**config.mk**
```make
export PLATFORM = sky130hd
export DESIGN_NAME = websocket_frame_deframer
export DESIGN_NICKNAME = d
export VERILOG_FILES = /design/src/hdl/wsd_pkg.sv /design/src/hdl/websocket_frame_deframer.sv
export SDC_FILE = /design/constraint.sdc
export NUM_CORES = 1
export LEC_CHECK = 0
export BUFFER_PORTS_ARGS = -buffer_cell sky130_fd_sc_hd__buf_2
export CAP_MARGIN = 30
export CORE_ASPECT_RATIO = 0.5
export CORE_UTILIZATION = 45
export CTS_CLUSTER_SIZE = 28
export DETAILED_ROUTE_END_ITERATION = 8
export PLACE_DENSITY_LB_ADDON = 0.2
export SYNTH_ARGS = -nofsm -noshare
export SYNTH_HDL_FRONTEND = slang
export SYNTH_SLANG_ARGS = --single-unit
```
**constraint.sdc**
```tcl
create_clock -name clk -period 5.95 [get_ports clk]
set_clock_uncertainty 0.15 [all_clocks]
set_input_delay 0.595 -clock clk [delete_from_list [all_inputs] [get_ports clk]]
set_output_delay 0.595 -clock clk [all_outputs]
set_load 0.05 [all_outputs]
```
**src/hdl/wsd_pkg.sv**
```systemverilog
`default_nettype none

package wsd_pkg;

	// Result kinds
	typedef enum logic [1:0] {
		KIND_PAYLOAD = 2'd0,
		KIND_EMPTY   = 2'd1,
		KIND_ERROR   = 2'd2
	} kind_t;

	// Parser phases, one-hot
	typedef enum logic [5:0] {
		PH_FIRST   = 6'b000001,
		PH_SECOND  = 6'b000010,
		PH_EXTLEN  = 6'b000100,
		PH_KEY     = 6'b001000,
		PH_PAYLOAD = 6'b010000,
		PH_HALTED  = 6'b100000
	} phase_t;

	localparam logic [7:0] MASK_BIT     = 8'h80;
	localparam logic [3:0] OPCODE_MASK  = 4'hF;
	localparam logic [6:0] LEN7_MAX     = 7'd125;
	localparam logic [6:0] LEN7_EXT16   = 7'd126;
	localparam logic [6:0] LEN7_EXT64   = 7'd127;
	localparam logic [2:0] EXT16_BYTES  = 3'd2;
	localparam logic [2:0] EXT64_WRAP   = 3'd0;
	localparam logic [2:0] KEY_BYTES    = 3'd4;

endpackage

`default_nettype wire

```
**src/hdl/websocket_frame_deframer.sv**
```systemverilog
// WebSocket frame deframer for client-to-server frames.
// Input channel (byte_valid/byte_ready): one link byte per beat, with
// new_connection marking a beat that restarts parsing; that beat's byte is
// taken as the first header byte of a fresh frame.
// Output channel (result_valid/result_ready): at most one result per input
// beat. Payload bytes come out unmasked (kind payload), a zero-length frame
// gives one empty-frame result, and an unmasked frame gives one error result,
// after which all bytes are dropped until new_connection.
// Other header, extended-length and masking-key beats give no result.
// Timing: a beat is registered in the input stage, parsed against the frame
// state combinationally and lands in the result register, where result_valid
// rises. Throughput is one beat per cycle while the receiver takes results or
// the beat makes no result, set by the combinational parse step (64-bit
// length decrement and compare).
// Reset puts the parser at a frame start with both stages empty.
// When the receiver stalls, the result register holds; beats that make no
// result keep flowing, and a beat that makes a result waits in the input
// stage, which backs up byte_ready.
`default_nettype none

module websocket_frame_deframer #(
	parameter int LENGTH_BITS = 64
) (
	input  wire logic        clk,
	input  wire logic        arst_n,
	input  wire logic        byte_valid,
	output logic             byte_ready,
	input  wire logic        new_connection,
	input  wire logic [7:0]  link_byte,
	output logic             result_valid,
	input  wire logic        result_ready,
	output logic [1:0]       kind,
	output logic [7:0]       payload_byte,
	output logic             fin,
	output logic [3:0]       opcode,
	output logic             last,
	output logic [63:0]      frame_length
);

	localparam int LW = LENGTH_BITS;

	// Input stage
	logic       byte_valid_s1;
	logic       new_connection_s1;
	logic [7:0] link_byte_s1;

	// Frame state
	wsd_pkg::phase_t phase_q, phase_d, phase_eff;
	logic          final_flag_q, final_flag_d;
	logic [3:0]    frame_code_q, frame_code_d;
	logic [2:0]    hdr_count_q, hdr_count_d, hdr_count_inc;
	logic          ext_wide_q, ext_wide_d;
	logic [LW-1:0] payload_length_q, payload_length_d;
	logic [LW-1:0] bytes_remaining_q, bytes_remaining_d;
	logic [31:0]   mask_key_q, mask_key_d;
	logic [1:0]    mask_pos_q, mask_pos_d;

	// Result stage
	logic              result_valid_s2;
	wsd_pkg::kind_t    kind_s2;
	logic [7:0]        payload_byte_s2;
	logic              fin_s2;
	logic [3:0]        opcode_s2;
	logic              last_s2;
	logic [63:0]       frame_length_s2;

	// Parse outcome for the beat in the input stage
	logic           res_hit;
	wsd_pkg::kind_t res_kind;
	logic [7:0]     res_byte;
	logic           res_last;
	logic [63:0]    res_length;
	logic [6:0]     len7;
	logic [7:0]     key_byte;
	logic           out_free;
	logic           advance_s1;

	assign out_free   = !result_valid_s2 || result_ready;
	assign advance_s1 = byte_valid_s1 && (out_free || !res_hit);
	assign byte_ready = !byte_valid_s1 || advance_s1;

	assign len7          = link_byte_s1[6:0];
	assign hdr_count_inc = hdr_count_q + 3'd1;
	assign phase_eff     = new_connection_s1 ? wsd_pkg::PH_FIRST : phase_q;

	always_comb begin
		// Pick the key byte for this payload position, first key byte at 31:24
		case (mask_pos_q)
			2'd0:    key_byte = mask_key_q[31:24];
			2'd1:    key_byte = mask_key_q[23:16];
			2'd2:    key_byte = mask_key_q[15:8];
			default: key_byte = mask_key_q[7:0];
		endcase
	end

	always_comb begin
		phase_d           = phase_eff;
		final_flag_d      = final_flag_q;
		frame_code_d      = frame_code_q;
		hdr_count_d       = hdr_count_q;
		ext_wide_d        = ext_wide_q;
		payload_length_d  = payload_length_q;
		bytes_remaining_d = bytes_remaining_q;
		mask_key_d        = mask_key_q;
		mask_pos_d        = mask_pos_q;
		res_hit           = 1'b0;
		res_kind          = wsd_pkg::KIND_PAYLOAD;
		res_byte          = 8'd0;
		res_last          = 1'b0;
		res_length        = 64'd0;

		case (phase_eff)
			wsd_pkg::PH_SECOND: begin
				hdr_count_d = 3'd0;
				if ((link_byte_s1 & wsd_pkg::MASK_BIT) == 8'd0) begin
					phase_d  = wsd_pkg::PH_HALTED;
					res_hit  = 1'b1;
					res_kind = wsd_pkg::KIND_ERROR;
					res_last = 1'b1;
				end else if (len7 <= wsd_pkg::LEN7_MAX) begin
					payload_length_d = LW'(len7);
					phase_d          = wsd_pkg::PH_KEY;
				end else begin
					payload_length_d = '0;
					ext_wide_d       = (len7 == wsd_pkg::LEN7_EXT64);
					phase_d          = wsd_pkg::PH_EXTLEN;
				end
			end
			wsd_pkg::PH_EXTLEN: begin
				// Shift in big-endian; bytes beyond LW bits fall off the top
				payload_length_d = {payload_length_q[LW-9:0], link_byte_s1};
				hdr_count_d      = hdr_count_inc;
				if (hdr_count_inc == (ext_wide_q ? wsd_pkg::EXT64_WRAP
						: wsd_pkg::EXT16_BYTES)) begin
					hdr_count_d = 3'd0;
					phase_d     = wsd_pkg::PH_KEY;
				end
			end
			wsd_pkg::PH_KEY: begin
				mask_key_d  = {mask_key_q[23:0], link_byte_s1};
				hdr_count_d = hdr_count_inc;
				if (hdr_count_inc == wsd_pkg::KEY_BYTES) begin
					hdr_count_d       = 3'd0;
					bytes_remaining_d = payload_length_q;
					mask_pos_d        = 2'd0;
					if (payload_length_q == '0) begin
						phase_d  = wsd_pkg::PH_FIRST;
						res_hit  = 1'b1;
						res_kind = wsd_pkg::KIND_EMPTY;
						res_last = 1'b1;
					end else begin
						phase_d = wsd_pkg::PH_PAYLOAD;
					end
				end
			end
			wsd_pkg::PH_PAYLOAD: begin
				bytes_remaining_d = bytes_remaining_q - LW'(1);
				mask_pos_d        = mask_pos_q + 2'd1;
				res_hit           = 1'b1;
				res_kind          = wsd_pkg::KIND_PAYLOAD;
				res_byte          = link_byte_s1 ^ key_byte;
				res_last          = (bytes_remaining_d == '0);
				res_length        = 64'(payload_length_q);
				if (res_last) begin
					phase_d = wsd_pkg::PH_FIRST;
				end
			end
			wsd_pkg::PH_HALTED: begin
				// Drop everything until a new connection
				phase_d = wsd_pkg::PH_HALTED;
			end
			default: begin
				// Frame start, also recovers from any stray phase code
				final_flag_d = link_byte_s1[7];
				frame_code_d = link_byte_s1[3:0] & wsd_pkg::OPCODE_MASK;
				phase_d      = wsd_pkg::PH_SECOND;
			end
		endcase
	end

	// Input stage: load on every free slot
	always_ff @(posedge clk or negedge arst_n) begin
		if (!arst_n) begin
			byte_valid_s1 <= 1'b0;
		end else if (byte_ready) begin
			byte_valid_s1 <= byte_valid;
		end
	end

	always_ff @(posedge clk) begin
		if (byte_ready && byte_valid) begin
			new_connection_s1 <= new_connection;
			link_byte_s1      <= link_byte;
		end
	end

	// Frame state: advance once per parsed beat
	always_ff @(posedge clk or negedge arst_n) begin
		if (!arst_n) begin
			phase_q           <= wsd_pkg::PH_FIRST;
			final_flag_q      <= 1'b0;
			frame_code_q      <= 4'd0;
			hdr_count_q       <= 3'd0;
			ext_wide_q        <= 1'b0;
			payload_length_q  <= '0;
			bytes_remaining_q <= '0;
			mask_key_q        <= 32'd0;
			mask_pos_q        <= 2'd0;
		end else if (advance_s1) begin
			phase_q           <= phase_d;
			final_flag_q      <= final_flag_d;
			frame_code_q      <= frame_code_d;
			hdr_count_q       <= hdr_count_d;
			ext_wide_q        <= ext_wide_d;
			payload_length_q  <= payload_length_d;
			bytes_remaining_q <= bytes_remaining_d;
			mask_key_q        <= mask_key_d;
			mask_pos_q        <= mask_pos_d;
		end
	end

	// Result stage
	always_ff @(posedge clk or negedge arst_n) begin
		if (!arst_n) begin
			result_valid_s2 <= 1'b0;
		end else if (advance_s1 && res_hit) begin
			result_valid_s2 <= 1'b1;
		end else if (result_ready) begin
			result_valid_s2 <= 1'b0;
		end
	end

	always_ff @(posedge clk) begin
		if (advance_s1 && res_hit) begin
			kind_s2         <= res_kind;
			payload_byte_s2 <= res_byte;
			fin_s2          <= final_flag_d;
			opcode_s2       <= frame_code_d;
			last_s2         <= res_last;
			frame_length_s2 <= res_length;
		end
	end

	assign result_valid = result_valid_s2;
	assign kind         = kind_s2;
	assign payload_byte = payload_byte_s2;
	assign fin          = fin_s2;
	assign opcode       = opcode_s2;
	assign last         = last_s2;
	assign frame_length = frame_length_s2;

endmodule

`default_nettype wire

```
==> metrics.csv <==
metric;value;unit
status;finished clean;
clk buf depth;3;
Post-synth EDFFs;89;
WHS Endpoint;link_byte_s1[6];
vias;10800;
Fmax;223;MHz
share of layout cells above drive strength 1;15.4;%
final instance area;15000;sq um
antenna violations before repair;2;
share of synthesized registers carrying an async set or reset;66.8;%
largest net degree at the start of global routing;101;
clock sink count;268;
critical path peak fanout;44;
number of buffers and inverters on the critical path;2;
post-synthesis sequential area ratio;53.6;%
CORE AREA;29100;sq um
drt wl/cell;20.0;um
Non-Filler Instances;1827;
Antenna Nets Post-Route;0;
gr ovfl total;0;
Yosys reg bits;268;
root cell of the clock tree;clkbuf_16;
Setup crit start kind;register;
commonest cells after routing, fill and taps aside;215 x nand2_1, 178 x dfrtp_1, 131 x o21ai_0, 93 x buf_2, 91 x a21oi_1;
DRC;0;
Max-Cap Viols;0;
Post-synth top flop;dfrtp_1;
Reg2Reg Capture Point;bytes_remaining_q[63];
gpl congestion;0.962;
FF-to-FF setup slack;1.47;ns
cell count after placement;1779;
synthesized area;13300;sq um
Hold Violations, Final;0;
vias in the first global route;10100;
Total Routing Usage GR;24.2;%
# IOs;95;
Syn Nets;1394;
initial drt markers;1135;
first-pass GRT wire length;57.6;mm
r2r startpoint;payload_length_q[4];
Min Clock Period, post-route;4.48;ns
Final Util;51.5;%
DP Area;14100;sq um
Critical-path top delay cell;nor4_1;
die area;30400;sq um
Pleak;6.06;nW
site row count;44;
post-CTS setup buffer count;0;
CP max stage delay;0.84;ns
CTS tree;built;
commonest non-fill, non-tap cell in the layout;nand2_1;
worst skew pair latency;0.55;ns
Fin Hold WS;0.0751;ns
CP Data Arrival Time;4.72;ns
1st-pass router iterations;6;
Port Buffers;94;
Cell Pwr Density;269;nW/um^2
worst slew pin tran;1.14;ns
Synth cell types;62;
Syn Inst Count;1373;
peak supply drop;0.201;mV
worst rel slew slack;23.3;%
# nets final;1437;
delay-heaviest family, CP;simple AND/OR/NAND/NOR gates;
vias per inst;5.92;
height of the chip;124;um
RSZ-0062 raised after global routing;false;
YS warnings;0;
Total Routed Length;36.6;mm
Setup TNS;0;ns
Avg Cell Area, Syn;9.71;sq um
Tcrit/Tclk final;75.3;%
TritonCTS Buffers;25;
Hold WC Path Type;primary input to register;
CTS H-tree lvls;1;
final slew viol count;0;
HP Start;link_byte[6];
initial core utilization;45.9;%
CP Capture Type;register;
final setup fails;0;
worst path cell trace;nor4_1, nand4_1, nor4_1, nand3_1, a31oi_1, nor2b_1, buf_4, nand2_2, buf_4, a21oi_1, a2bb2oi_1;
post-DP HPWL;25.2;mm
area grow syn2layout;12.2;%
Die Width;245;um
CP required;6.20;ns
Worst-path clk slew;0.07;ns
PostCTS Resize Cnt;0;
Hold Crit Depth;1;
critical path class;register to register;
cells on worst reg2reg path;11;
-- what timing repair did --
item / in CTS / in global routing
hold buffers: 1 / 0
setup endpoints to repair: 0 / 0
endpoints found under the hold margin: 68 / 0
-- metrics by stage --
step	total power [mW]	worst slack (ns)
5_1_grt	4.18	1.16
3_5_place_dp	2.44	1.66
6_report	4.03	1.47
3_3_place_gp	2.43	1.37
4_1_cts	4.07	1.62
2_1_floorplan	2.31	1.60
-- cell type report --
class | count | area (sq um)
diodes | 1 | 2.50
well taps | 391 | 489
flip-flops and latches | 268 | 7150
fillers | 2676 | 14100
repair buffers | 112 | 667
inverters | 13 | 50.0
clock buffers | 29 | 641
clock inverters | 17 | 161
multi-input cells | 996 | 5790
-- Yosys cell counts, types with 21 or more instances --
| library cell | number | share of area [%] |
|---|---|---|
| xnor2_1 | 21 | 1.4 |
| nor2_1 | 83 | 2.3 |
| nand2_1 | 216 | 6.1 |
| a21oi_1 | 92 | 3.5 |
| nand3_1 | 34 | 1.3 |
| o21ai_0 | 131 | 4.9 |
| nand4_1 | 31 | 1.5 |
| nor3_1 | 34 | 1.3 |
| nor4_1 | 41 | 1.9 |
| mux2_2 | 39 | 3.3 |
| dfrtp_1 | 178 | 33 |
| clkbuf_1 | 78 | 2.2 |
| edfxtp_1 | 89 | 20 |
| and2_1 | 68 | 3.2 |
| o22ai_1 | 22 | 1.0 |
-- flip-flops by register name, summed over array words and instances (netlist names) --
register and cells:
opcode 4, mask_pos_q 2, kind 2, phase_q 6, final_flag_q 1, frame_code_q 4
fin 1, ext_wide_q 1, result_valid 1, link_byte_s1 8, payload_length_q 64, byte_valid_s1 1
payload_byte 8, bytes_remaining_q 64, hdr_count_q 3, last 1, frame_length 64, new_connection_s1 1
mask_key_q 32
-- cell families after synthesis --
logic type	after synthesis	share of synthesized area (%)
xor+xnor	34	2.23
simple gates	592	22.7
fa+ha+maj	8	0.751
compound gates	320	14.0
buf+inv	109	3.22
flops	268	53.6
mux	42	3.52
-- where the power goes --
part | internal [mW] | total (mW) | switching (mW)
combinational | 0.113 | 0.329 | 0.216
sequential | 1.99 | 2.08 | 0.0843
clock | 0.904 | 1.62 | 0.717
-- how the worst max path moves through the flow --
stage / from / cells past startpoint / slack, ns / endpoint
floorplan: hdr_count_q[0] / 11 / 1.60 / fin
global placement: payload_length_q[6] / 9 / 1.37 / payload_byte[1]
detailed placement: payload_length_q[6] / 11 / 1.66 / bytes_remaining_q[63]
CTS: payload_length_q[6] / 11 / 1.62 / bytes_remaining_q[63]
global route: payload_length_q[6] / 11 / 1.16 / bytes_remaining_q[63]
finish: payload_length_q[4] / 11 / 1.47 / bytes_remaining_q[63]
-- metal layers --
layer | vias up | wire (um) | track usage (%)
li1 | 5051 | - | -
met1 | 5323 | 16700 | 34.7
met2 | 379 | 16500 | 38.5
met3 | 55 | 2530 | 4.18
met4 | 2 | 818 | 5.75
met5 | - | 13 | 0
Power figures use the tool's default switching activity.
